===== src/hw/rtl/rhsv_pkg.sv =====
// shared types and constants of the 8-bit rgb to hsv converter
package rhsv_pkg;

   localparam int unsigned ChanWidth = 8;
   localparam int unsigned NumWidth  = 2 * ChanWidth;
   // one divider cell per quotient bit
   localparam int unsigned CellCount = ChanWidth;

   // hue offsets of the three sectors on the 0..255 circle
   localparam logic [ChanWidth-1:0] HueBaseRed   = 8'd0;
   localparam logic [ChanWidth-1:0] HueBaseGreen = 8'd85;
   localparam logic [ChanWidth-1:0] HueBaseBlue  = 8'd171;

   // transaction state after max/min sorting
   typedef struct packed {
      logic [ChanWidth-1:0] val;
      logic [ChanWidth-1:0] mn;
      logic [ChanWidth-1:0] mag;
      logic                 neg;
      logic [ChanWidth-1:0] base;
   } sort_type;

   // transaction state handed along the divider cells
   typedef struct packed {
      logic [NumWidth-1:0]  sat_rem;
      logic [NumWidth-1:0]  sat_ds;
      logic [ChanWidth-1:0] sat_q;
      logic [NumWidth-1:0]  hue_rem;
      logic [NumWidth-1:0]  hue_ds;
      logic [ChanWidth-1:0] hue_q;
      logic [ChanWidth-1:0] val;
      logic                 hue_neg;
      logic [ChanWidth-1:0] hue_base;
      logic                 black;
      logic                 grey;
   } div_type;

endpackage


===== src/hw/rtl/rhsv_front.sv =====
// front end: channel sorting, delta and scaled numerators
module rhsv_front (
   input  logic                            clock,
   input  logic                            reset,
   input  logic                            in_valid,
   output logic                            in_ready,
   input  logic [rhsv_pkg::ChanWidth-1:0]  red,
   input  logic [rhsv_pkg::ChanWidth-1:0]  green,
   input  logic [rhsv_pkg::ChanWidth-1:0]  blue,
   output logic                            out_valid,
   input  logic                            out_ready,
   output rhsv_pkg::div_type               out_data
);

   logic                  s1_valid_ff;
   rhsv_pkg::sort_type    s1_data_ff;
   rhsv_pkg::sort_type    s1_data_in;
   logic                  s1_ready;
   logic                  s2_valid_ff;
   rhsv_pkg::div_type     s2_data_ff;
   rhsv_pkg::div_type     s2_data_in;
   logic                  s2_ready;
   logic                  red_max;
   logic                  green_max;
   logic [rhsv_pkg::ChanWidth-1:0] min_rg;
   logic [rhsv_pkg::ChanWidth-1:0] sub_a;
   logic [rhsv_pkg::ChanWidth-1:0] sub_b;
   logic [rhsv_pkg::ChanWidth-1:0] delta;
   logic [rhsv_pkg::NumWidth-1:0]  mag_w;
   logic [rhsv_pkg::NumWidth-1:0]  delta_w;

   // stage 1: largest channel, smallest channel and hue difference
   always_comb begin
      red_max   = (red >= green) && (red >= blue);
      green_max = !red_max && (green >= blue);
      min_rg    = (red < green) ? red : green;
      s1_data_in.mn = (min_rg < blue) ? min_rg : blue;
      if (red_max) begin
         s1_data_in.val  = red;
         s1_data_in.base = rhsv_pkg::HueBaseRed;
         sub_a = green;
         sub_b = blue;
      end else if (green_max) begin
         s1_data_in.val  = green;
         s1_data_in.base = rhsv_pkg::HueBaseGreen;
         sub_a = blue;
         sub_b = red;
      end else begin
         s1_data_in.val  = blue;
         s1_data_in.base = rhsv_pkg::HueBaseBlue;
         sub_a = red;
         sub_b = green;
      end
      s1_data_in.neg = sub_a < sub_b;
      s1_data_in.mag = s1_data_in.neg ? (sub_b - sub_a) : (sub_a - sub_b);
   end

   assign s1_ready = !s1_valid_ff || s2_ready;
   assign in_ready = s1_ready;

   always_ff @(posedge clock) begin
      if (reset) begin
         s1_valid_ff <= 1'b0;
      end else if (s1_ready) begin
         s1_valid_ff <= in_valid;
      end
      if (s1_ready && in_valid) begin
         s1_data_ff <= s1_data_in;
      end
   end

   // stage 2: delta*255 and |diff|*43, divisors aligned to the top quotient bit
   always_comb begin
      delta   = s1_data_ff.val - s1_data_ff.mn;
      delta_w = {{rhsv_pkg::ChanWidth{1'b0}}, delta};
      mag_w   = {{rhsv_pkg::ChanWidth{1'b0}}, s1_data_ff.mag};
      s2_data_in.sat_rem  = (delta_w << 8) - delta_w;
      s2_data_in.sat_ds   = {1'b0, s1_data_ff.val, 7'b0};
      s2_data_in.sat_q    = '0;
      s2_data_in.hue_rem  = (mag_w << 5) + (mag_w << 3) + (mag_w << 1) + mag_w;
      s2_data_in.hue_ds   = {1'b0, delta, 7'b0};
      s2_data_in.hue_q    = '0;
      s2_data_in.val      = s1_data_ff.val;
      s2_data_in.hue_neg  = s1_data_ff.neg;
      s2_data_in.hue_base = s1_data_ff.base;
      s2_data_in.black    = s1_data_ff.val == '0;
      s2_data_in.grey     = delta == '0;
   end

   assign s2_ready = !s2_valid_ff || out_ready;

   always_ff @(posedge clock) begin
      if (reset) begin
         s2_valid_ff <= 1'b0;
      end else if (s2_ready) begin
         s2_valid_ff <= s1_valid_ff;
      end
      if (s2_ready && s1_valid_ff) begin
         s2_data_ff <= s2_data_in;
      end
   end

   assign out_valid = s2_valid_ff;
   assign out_data  = s2_data_ff;

endmodule


===== src/hw/rtl/rhsv_div_cell.sv =====
// one restoring division cell: one quotient bit of each divide
module rhsv_div_cell (
   input  logic                clock,
   input  logic                reset,
   input  logic                in_valid,
   output logic                in_ready,
   input  rhsv_pkg::div_type   in_data,
   output logic                out_valid,
   input  logic                out_ready,
   output rhsv_pkg::div_type   out_data
);

   logic                 valid_ff;
   rhsv_pkg::div_type    data_ff;
   rhsv_pkg::div_type    data_in;
   logic                 sat_bit;
   logic                 hue_bit;

   always_comb begin
      data_in = in_data;
      sat_bit = in_data.sat_rem >= in_data.sat_ds;
      hue_bit = in_data.hue_rem >= in_data.hue_ds;
      if (sat_bit) begin
         data_in.sat_rem = in_data.sat_rem - in_data.sat_ds;
      end
      if (hue_bit) begin
         data_in.hue_rem = in_data.hue_rem - in_data.hue_ds;
      end
      data_in.sat_q  = {in_data.sat_q[rhsv_pkg::ChanWidth-2:0], sat_bit};
      data_in.hue_q  = {in_data.hue_q[rhsv_pkg::ChanWidth-2:0], hue_bit};
      // next cell works on the next lower quotient bit
      data_in.sat_ds = in_data.sat_ds >> 1;
      data_in.hue_ds = in_data.hue_ds >> 1;
   end

   assign in_ready = !valid_ff || out_ready;

   always_ff @(posedge clock) begin
      if (reset) begin
         valid_ff <= 1'b0;
      end else if (in_ready) begin
         valid_ff <= in_valid;
      end
      if (in_ready && in_valid) begin
         data_ff <= data_in;
      end
   end

   assign out_valid = valid_ff;
   assign out_data  = data_ff;

endmodule


===== src/hw/rtl/rhsv_back.sv =====
// back end: hue sign and sector offset, special cases, output register
module rhsv_back (
   input  logic                            clock,
   input  logic                            reset,
   input  logic                            in_valid,
   output logic                            in_ready,
   input  rhsv_pkg::div_type               in_data,
   output logic                            out_valid,
   input  logic                            out_ready,
   output logic [rhsv_pkg::ChanWidth-1:0]  hue,
   output logic [rhsv_pkg::ChanWidth-1:0]  sat,
   output logic [rhsv_pkg::ChanWidth-1:0]  val
);

   logic                           valid_ff;
   logic [rhsv_pkg::ChanWidth-1:0] hue_ff;
   logic [rhsv_pkg::ChanWidth-1:0] hue_in;
   logic [rhsv_pkg::ChanWidth-1:0] sat_ff;
   logic [rhsv_pkg::ChanWidth-1:0] sat_in;
   logic [rhsv_pkg::ChanWidth-1:0] val_ff;
   logic [rhsv_pkg::ChanWidth-1:0] hue_ofs;

   always_comb begin
      // truncation toward zero: negate the magnitude quotient, wrap mod 256
      hue_ofs = in_data.hue_neg ? (~in_data.hue_q + 8'd1) : in_data.hue_q;
      hue_in  = in_data.grey ? '0 : (in_data.hue_base + hue_ofs);
      sat_in  = in_data.black ? '0 : in_data.sat_q;
   end

   assign in_ready = !valid_ff || out_ready;

   always_ff @(posedge clock) begin
      if (reset) begin
         valid_ff <= 1'b0;
      end else if (in_ready) begin
         valid_ff <= in_valid;
      end
      if (in_ready && in_valid) begin
         hue_ff <= hue_in;
         sat_ff <= sat_in;
         val_ff <= in_data.val;
      end
   end

   assign out_valid = valid_ff;
   assign hue       = hue_ff;
   assign sat       = sat_ff;
   assign val       = val_ff;

endmodule


===== src/hw/rtl/rgb_to_hsv_8bit_core.sv =====
// top level of the 8-bit rgb to hsv converter
//
// channel  direction  handshake              payload
// req      in         req_valid / req_ready  req_red_in, req_green_in, req_blue_in
// rsp      out        rsp_valid / rsp_ready  rsp_hue_out, rsp_sat_out, rsp_val_out
//
// one pixel per clock sustained while rsp_ready stays high; req reaches rsp through
// two front stages, eight divider cells and one output register
// every stage is an elastic register, so bubbles are squeezed out under backpressure
// rsp_ready low stalls only the stages that are full; req_ready falls when all are
// synchronous active-high reset empties the pipeline, payload registers keep their data
module rgb_to_hsv_8bit_core (
   input  logic       clock,
   input  logic       reset,
   input  logic       req_valid,
   output logic       req_ready,
   input  logic [7:0] req_red_in,
   input  logic [7:0] req_green_in,
   input  logic [7:0] req_blue_in,
   output logic       rsp_valid,
   input  logic       rsp_ready,
   output logic [7:0] rsp_hue_out,
   output logic [7:0] rsp_sat_out,
   output logic [7:0] rsp_val_out
);

   // links between the front end, the cells and the back end:
   // index 0 is the front end output, index CellCount the last cell output
   logic              link_valid [rhsv_pkg::CellCount+1];
   logic              link_ready [rhsv_pkg::CellCount+1];
   rhsv_pkg::div_type link_data  [rhsv_pkg::CellCount+1];

   // sorting, delta and numerator scaling
   rhsv_front u_front (
      .clock     (clock),
      .reset     (reset),
      .in_valid  (req_valid),
      .in_ready  (req_ready),
      .red       (req_red_in),
      .green     (req_green_in),
      .blue      (req_blue_in),
      .out_valid (link_valid[0]),
      .out_ready (link_ready[0]),
      .out_data  (link_data[0])
   );

   // row of division cells, msb of both quotients first
   for (genvar i = 0; i < rhsv_pkg::CellCount; i++) begin : g_cell
      rhsv_div_cell u_cell (
         .clock     (clock),
         .reset     (reset),
         .in_valid  (link_valid[i]),
         .in_ready  (link_ready[i]),
         .in_data   (link_data[i]),
         .out_valid (link_valid[i+1]),
         .out_ready (link_ready[i+1]),
         .out_data  (link_data[i+1])
      );
   end

   // sector offset, sign, black and grey pixels
   rhsv_back u_back (
      .clock     (clock),
      .reset     (reset),
      .in_valid  (link_valid[rhsv_pkg::CellCount]),
      .in_ready  (link_ready[rhsv_pkg::CellCount]),
      .in_data   (link_data[rhsv_pkg::CellCount]),
      .out_valid (rsp_valid),
      .out_ready (rsp_ready),
      .hue       (rsp_hue_out),
      .sat       (rsp_sat_out),
      .val       (rsp_val_out)
   );

endmodule


===== config.mk =====
export PLATFORM = sky130hd
export DESIGN_NAME = rgb_to_hsv_8bit_core
export DESIGN_NICKNAME = d
export VERILOG_FILES = /design/src/hw/rtl/rhsv_pkg.sv /design/src/hw/rtl/rhsv_front.sv /design/src/hw/rtl/rhsv_div_cell.sv /design/src/hw/rtl/rhsv_back.sv /design/src/hw/rtl/rgb_to_hsv_8bit_core.sv
export SDC_FILE = /design/constraint.sdc
export NUM_CORES = 1
export LEC_CHECK = 0
export ABC_AREA = 1
export BUFFER_PORTS_ARGS = -buffer_cell sky130_fd_sc_hd__buf_2
export CORE_ASPECT_RATIO = 0.7
export CORE_UTILIZATION = 39
export DETAILED_ROUTE_END_ITERATION = 8
export HOLD_SLACK_MARGIN = 0.08
export PLACE_DENSITY_LB_ADDON = 0.2
export SYNTH_ARGS = -nofsm -noshare
export SYNTH_HDL_FRONTEND = slang
export SYNTH_SLANG_ARGS = --single-unit

===== constraint.sdc =====
create_clock -name clock -period 8 [get_ports clock]
set_input_delay 0.8 -clock clock [delete_from_list [all_inputs] [get_ports clock]]
set_output_delay 0.8 -clock clock [all_outputs]
set_load 0.02 [all_outputs]

==> results.json, run 1 <==
{
  "status": "finished clean",
  "row_count": 83,
  "cts_max_path_buffers": 3,
  "cts.htree.levels": 2,
  "synth_area_um2": 29320,
  "ys_ff_latch": 572,
  "yosys_most_used_dff": "edfxtp_1",
  "grt_pass1_vias": 18400,
  "tightest_slew_ns": 1.196,
  "yosysWarnings": 0,
  "fin_crit_ns": 4.739,
  "drv_cap": 0,
  "fin_crit_sh_pct": 59.24,
  "cts_tree": "built",
  "setup_viol": 0,
  "cts_sinks": 572,
  "io_pins": 54,
  "synth_top_family_by_area": "simple AND/OR/NAND/NOR gates",
  "design_area_um2": 32770,
  "die_h_um": 231.4,
  "synth.area.top_cells": "edfxtp_1 (57%), ha_1 (8.8%), inv_1 (5.2%)",
  "synth_xor_area_share_pct": 4.113,
  "irDropWorstVdd_v": 0.0002044,
  "netSwitchingPower_mw": 2.356,
  "synthesis.area_per_instance_um2": 11.02,
  "die_w_um": 329.7,
  "cts_hold_buf": 0,
  "dp_hpwl_um": 42340,
  "critPathLaunchType": "input port",
  "synth.area.mux_share_pct": 0,
  "r2r-start": "u_front.mag_w[0]",
  "hold_viol": 0,
  "p_per_area_nw_per_um2": 255.0,
  "syn_nets": 2919,
  "slew_viol_final": 0,
  "insertion_delay_ns": 0.62,
  "grt_overflow": 0,
  "end_kind": "register",
  "grt_pass1_wl_um": 92360,
  "root_buffer": "clkbuf_16",
  "cp.arrival_ns": 5.10,
  "post_drt_via_cell_ratio": 4.858,
  "cts.clk_slew.worst_paths_ns": 0.06,
  "rsz0062_at_grt": "no",
  "place_congestion": 0.8575,
  "yosysTopAreaCellShare_pct": 57.45,
  "nets": 3013,
  "ff2ff_setup_slack_ns": 4.65,
  "detail_route.wl_per_cell_um": 14.93,
  "synth_edf_count": 561,
  "p_leak_nw": 13.22,
  "synth-compound-area-share_pct": 8.674,
  "design.core.area_um2": 73840,
  "synth.distinct_cells": 68,
  "critPathRequiredTime_ns": 8.36,
  "r2r_end": "u_front.out_data[56]",
  "postPlaceCellArea_um2": 30770,
  "numCtsBuffers": 58,
  "areaGrowthSynthToFinish_pct": 11.75,
  "comb_power_share_pct": 22.4,
  "seq_area_frac_synth_pct": 58.20,
  "fmax_ghz": 0.2110,
  "cts_setup_buffers": 0,
  "drtIter0Drc": 949,
  "async_reset_ff_share_pct": 0,
  "seqPwrFrac_pct": 43.9,
  "clockPowerShare_pct": 33.7,
  "reg2regPathDepth": 12,
  "grt_max_degree": 66,
  "track_usage_pct": 15.01,
  "synthCells": 2660,
  "crit_type": "in2reg",
  "path_max_fanout": 24,
  "dr.pass1.iters": 5,
  "internal_power_mw": 5.999,
  "io_buffers": 53,
  "skew_ns": 0.03383,
  "cp-endpoint": "u_front.mag_w[3]",
  "synth_simple_gate_area_share_pct": 12.51,
  "synth_top_area_cell": "edfxtp_1",
  "p_sw_share_pct": 28.20,
  "ant_nets": 0,
  "vias": 18370,
  "totalNegativeSetupSlack_ns": 0,
  "die-area_um2": 76310,
  "antenna_found_initial": 3,
  "startpoint": "req_blue_in[5]",
  "remaining_drc_errors": 0,
  "routed_wl_um": 56470,
  "min_path_type": "reg2reg",
  "initial_utilization_pct": 39.71,
  "drive_above_1_share_pct": 8.925,
  "synthAdderAreaFrac_pct": 10.50,
  "slew_headroom_pct": 20.00,
  "cts_resized": 0
}
## cell usage after synthesis, types with 5 or more instances
library cell / n
a211oi_1: 9
a21o_1: 16
a21oi_1: 154
a21oi_2: 10
a221oi_1: 5
a31oi_1: 8
buf_2: 13
buf_6: 5
clkbuf_1: 11
dfxtp_1: 11
edfxtp_1: 561
fa_1: 25
ha_1: 206
inv_1: 404
inv_2: 13
nand2_1: 399
nand2_2: 14
nand3_1: 76
nand3b_1: 6
nand4_1: 22
nor2_1: 216
nor2_2: 8
nor2_4: 5
nor3_1: 40
nor3b_1: 5
nor4_1: 28
o211ai_1: 6
o21a_1: 8
o21ai_0: 134
o21ai_1: 15
o21ai_2: 6
o21bai_1: 9
o221ai_1: 12
o31ai_1: 9
or2_2: 11
xnor2_1: 46
xor2_1: 88
## layer usage
metal	wire [um]	share of wire, %	track usage [%]
met1	27040	48	19.83
met3	2142	3.8	2.422
met2	25740	46	25.09
met4	1544	2.7	4.919
met5	0	0	0
## flip-flops by register name, summed over array words and instances (netlist names)
| signal | count |
|---|---|
| g_cell.u_cell.out_data | 457 |
| g_cell.u_cell.out_valid | 8 |
| u_back.hue | 8 |
| u_back.out_valid | 1 |
| u_back.sat | 8 |
| u_back.val | 8 |
| u_front.mag_w | 8 |
| u_front.out_data | 52 |
| u_front.out_valid | 1 |
| u_front.s1_data_ff | 20 |
| u_front.s1_valid_ff | 1 |
## power by group through the flow
| stage | Sequential (mW) | Combinational (mW) | Clock (mW) |
|---|---|---|---|
| after CTS | 3.67 | 1.88 | 2.91 |
| after global placement | 3.73 | 1.85 | 0 |
| after detailed placement | 3.73 | 1.87 | 0 |
| after global routing | 3.68 | 2.18 | 3.01 |
| final | 3.67 | 1.87 | 2.82 |
| after floorplan | 3.69 | 1.48 | 0 |
## layout by cell type (no fill, tap or decap), types with 10 or more instances in the layout
master | netlist | layout
a21o_1 | 16 | 16
a21oi_1 | 154 | 152
a21oi_2 | 10 | 10
buf_2 | 13 | 53
buf_4 | 3 | 13
bufinv_16 | 0 | 11
clkbuf_16 | 0 | 59
clkinv_1 | 0 | 11
dfxtp_1 | 11 | 11
edfxtp_1 | 561 | 561
fa_1 | 25 | 25
ha_1 | 206 | 206
inv_1 | 404 | 400
inv_2 | 13 | 17
nand2_1 | 399 | 399
nand2_2 | 14 | 14
nand3_1 | 76 | 76
nand4_1 | 22 | 22
nor2_1 | 216 | 213
nor3_1 | 40 | 40
nor4_1 | 28 | 28
o21ai_0 | 134 | 134
o21ai_1 | 15 | 15
o221ai_1 | 12 | 12
or2_2 | 11 | 11
xnor2_1 | 46 | 46
xor2_1 | 88 | 88
## how the worst min path moves through the flow
stage	from	end	slack, ns	depth (start not counted)
2_1_floorplan	u_front.out_data[0]	g_cell[0].u_cell.out_data[0]	0.40	0
6_report	g_cell[3].u_cell.out_data[7]	g_cell[4].u_cell.out_data[7]	0.40	0
5_1_grt	g_cell[5].u_cell.out_data[8]	g_cell[6].u_cell.out_data[8]	0.41	0
3_3_place_gp	g_cell[2].u_cell.out_data[0]	g_cell[3].u_cell.out_data[0]	0.40	0
3_5_place_dp	u_front.out_data[8]	g_cell[0].u_cell.out_data[8]	0.40	0
4_1_cts	g_cell[3].u_cell.out_data[7]	g_cell[4].u_cell.out_data[7]	0.39	0
## worst max-delay path, stage by stage
cell      delay (ns)
buf_2           0.16
inv_1           0.11
ha_1            0.30
nand2_1         0.07
nor2_1          0.19
nand4_1         0.11
nand3_1         0.16
nand2_2         0.35
inv_2           0.31
nor2_2          0.06
inv_1           0.24
nor2_1          0.07
nor3_1          0.34
inv_1           0.08
ha_1            0.38
a21oi_1         0.16
inv_1           0.06
a21oi_2         0.14
o21bai_1        0.11
a21oi_4         0.26
inv_2           0.13
nor2_1          0.11
nand2_1         0.08
nand2_1         0.08
xor2_1          0.14
inv_1           0.06
## logic make-up after synthesis
logic type	after synthesis
compound gates	426
other cells	1
xor+xnor	136
buf+inv	450
simple gates	844
flops	572
fa+ha+maj	231
## final cells by class
class	count	area, um^2
diodes	3	7.507
clock buffers	67	1506
clock inverters	40	488.0
fillers	6666	41070
inverters	418	1572
multi-input cells	1638	10550
flip-flops and latches	572	17070
well taps	977	1222
repair buffers	66	362.8
## stage by stage
stage / power, mW / utilization (%) / hold WS [ns] / instances / setup slack (ns)
6_report: 8.355 / 44.38 / 0.3957 / 3781 / 3.261
5_1_grt: 8.876 / 44.38 / 0.4084 / 3779 / 2.865
4_1_cts: 8.460 / 44.37 / 0.3908 / 3778 / 3.283
3_5_place_dp: 5.604 / 41.67 / 0.4045 / 3671 / 2.643
3_3_place_gp: 5.575 / 41.67 / 0.4004 / 3671 / 2.686
2_1_floorplan: 5.171 / - / 0.4003 / 2660 / 3.318
Power figures use the tool's default switching activity.
==> inputs of run 2 (changes only) <==
==> constraint.sdc (replaced) <==
create_clock -name clock -period 4.8 [get_ports clock]
set_input_delay 0.48 -clock clock [delete_from_list [all_inputs] [get_ports clock]]
set_output_delay 0.48 -clock clock [all_outputs]
set_load 0.02 [all_outputs]
==> run 2 against run 1 <==
Net effect:
- clock skew is 0.0088 ns lower
- clock power up 63%
- highest routed layer is now met5
- critical path depth unchanged
- combinational power grew 67%
- first-iteration DRC count increased by 9.5%
- non-clock buffer count is 10 higher
- sequential power grew 66%
- clock-buffer cell count decreased by 3
- utilization about the same
- via count is 0.84% lower
- design area about the same
==> results.json, run 2 (same netlist as run 1, synthesis figures left out) <==
{
  "final_cell_mix": "edfxtp_1 (561), inv_1 (400), nand2_1 (399)",
  "io_pins": 54,
  "post-route-util_pct": 44.42,
  "gr-usage-met3_pct": 2.200,
  "critPathBufInv": 8,
  "p_leak_nw": 13.25,
  "fmax_ghz": 0.2523,
  "cts_setup_buffers": 0,
  "cts_resized": 0,
  "die-area_um2": 76310,
  "post_drt_via_cell_ratio": 4.806,
  "r2r-start": "u_front.mag_w[0]",
  "grt_pass1_vias": 18620,
  "ant_nets": 0,
  "met2_usage_pct": 24.64,
  "postPlaceCellArea_um2": 30840,
  "fin_crit_ns": 3.964,
  "insertion_delay_ns": 0.62,
  "cts_sinks": 572,
  "numCtsBuffers": 58,
  "ff2ff_setup_slack_ns": 1.46,
  "p_per_area_nw_per_um2": 421.8,
  "fin_crit_sh_pct": 82.58,
  "critPathRequiredTime_ns": 5.15,
  "reg2regPathDepth": 12,
  "antennaDiodeCount": 0,
  "clockPowerShare_pct": 33.2,
  "rsz0062_at_grt": "no",
  "slew_headroom_pct": 21.41,
  "io_buffers": 53,
  "grt_max_degree": 62,
  "cp.arrival_ns": 4.32,
  "largest_reg_flops": 457,
  "design_area_um2": 32800,
  "dp_hpwl_um": 42850,
  "netSwitchingPower_mw": 3.951,
  "die_w_um": 329.7,
  "initial_utilization_pct": 39.71,
  "drv_cap": 0,
  "place_congestion": 0.8632,
  "cts_tree": "built",
  "slew_viol_final": 0,
  "totalNegativeSetupSlack_ns": 0,
  "detail_route.wl_per_cell_um": 14.77,
  "holdPathEnd": "u_front.s1_valid_ff",
  "cts.htree.levels": 2,
  "path_max_fanout": 10,
  "hold_path.startpoint": "req_valid",
  "grt_pass1_wl_um": 92340,
  "cts_hold_buf": 0,
  "hold_viol": 0,
  "internal_power_mw": 9.884,
  "grt_overflow": 0,
  "min_path_type": "in2reg",
  "globalRouteMet1Util_pct": 19.82,
  "row_count": 83,
  "cts.clk_slew.worst_paths_ns": 0.06,
  "path_delay_family": "simple AND/OR/NAND/NOR gates",
  "root_buffer": "clkbuf_16",
  "cp_slowest_cell": "ha_1",
  "end_kind": "register",
  "r2r_end": "u_front.out_data[56]",
  "holdWs_ns": 0.1488,
  "remaining_drc_errors": 0,
  "slowest_delay_ns": 0.41,
  "comb_power_share_pct": 22.7,
  "hold-path-cell-count": 3,
  "antenna_found_initial": 2,
  "cts_max_path_buffers": 3,
  "routed_wl_um": 55990,
  "skew_ns": 0.02500,
  "crit_type": "in2reg",
  "track_usage_pct": 14.87,
  "tightest_slew_ns": 1.175,
  "design.core.area_um2": 73840,
  "dr.pass1.iters": 8,
  "die_h_um": 231.4,
  "drive_above_1_share_pct": 9.314,
  "final_common_cell": "edfxtp_1",
  "p_sw_share_pct": 28.56,
  "vias": 18220,
  "seqPwrFrac_pct": 44.2,
  "status": "finished clean",
  "grt.busiest_layer": "met2",
  "crit_top_cell": "inv_1",
  "areaGrowthSynthToFinish_pct": 11.85,
  "setup_viol": 0,
  "irDropWorstVdd_v": 0.0004252,
  "drtIter0Drc": 1039,
  "nets": 3023,
  "critPathLaunchType": "input port"
}
## run 2: cell count changes in the layout (fill, tap and decap cells not counted)
| cell | before | now |
|---|---|---|
| buf_4 | 13 | 23 |
| diode_2 | 3 | 0 |
| bufinv_16 | 11 | 9 |
| clkbuf_1 | 8 | 6 |
| inv_6 | 1 | 3 |
| a211oi_1 | 8 | 9 |
| a211oi_2 | 2 | 1 |
| clkbuf_16 | 59 | 58 |
| clkinv_1 | 11 | 12 |
| clkinv_2 | 9 | 10 |
| clkinv_4 | 2 | 3 |
| clkinv_8 | 0 | 1 |
| clkinvlp_4 | 6 | 7 |
## run 2: through the flow
| step | power, mW | worst slack (ns) | instances |
|---|---|---|---|
| floorplan | 8.618 | 0.4379 | 2660 |
| global placement | 9.309 | 0.2236 | 3681 |
| detailed placement | 9.362 | 0.2262 | 3681 |
| CTS | 14.02 | 0.8652 | 3790 |
| global route | 14.68 | 0.4994 | 3790 |
| finish | 13.84 | 0.8364 | 3790 |
## run 2: worst register-to-register path: cells and delay by family (launching register included)
family                   cells  cell delay [ns]
adder cells (fa/ha/maj)      4             1.62
AND/OR/NAND/NOR              1             0.08
buffers and inverters        3             0.16
flip-flops                   1             0.47
AO/OA/AOI/OAI                4             0.83
## run 2: worst max-delay path by stage
stage               cells past startpoint            start  slack [ns]                           end
finish                                 26  req_green_in[7]        0.84              u_front.mag_w[3]
global route                           26  req_green_in[7]        0.50              u_front.mag_w[3]
CTS                                    28  req_green_in[1]        0.87              u_front.mag_w[3]
detailed placement                     28  req_green_in[1]        0.23              u_front.mag_w[3]
global placement                       27  req_green_in[7]        0.22              u_front.mag_w[7]
floorplan                               8        rsp_ready        0.44  g_cell[4].u_cell.out_data[0]
## run 2: routing by layer
metal / share of wire, % / vias to the layer above
met4: 3.0 / 4
met1: 48 / 8359
li1: - / 9405
met2: 45 / 342
met3: 3.6 / 105
met5: 0.034 / -
## run 2: cell type report
type | instances | area (um^2)
clock buffer | 64 | 1474
clock inverter | 45 | 486.7
fill | 6657 | 41040
inverter | 418 | 1572
multi-input combinational | 1638 | 10540
sequential | 572 | 17070
tap | 977 | 1222
timing repair buffer | 76 | 437.9
## run 2: power by group through the flow
stage | Clock, mW | Combinational [mW] | Sequential (mW)
2_1_floorplan | 0 | 2.47 | 6.15
3_3_place_gp | 0 | 3.09 | 6.21
3_5_place_dp | 0 | 3.14 | 6.22
4_1_cts | 4.74 | 3.16 | 6.11
5_1_grt | 4.89 | 3.66 | 6.14
6_report | 4.59 | 3.13 | 6.11
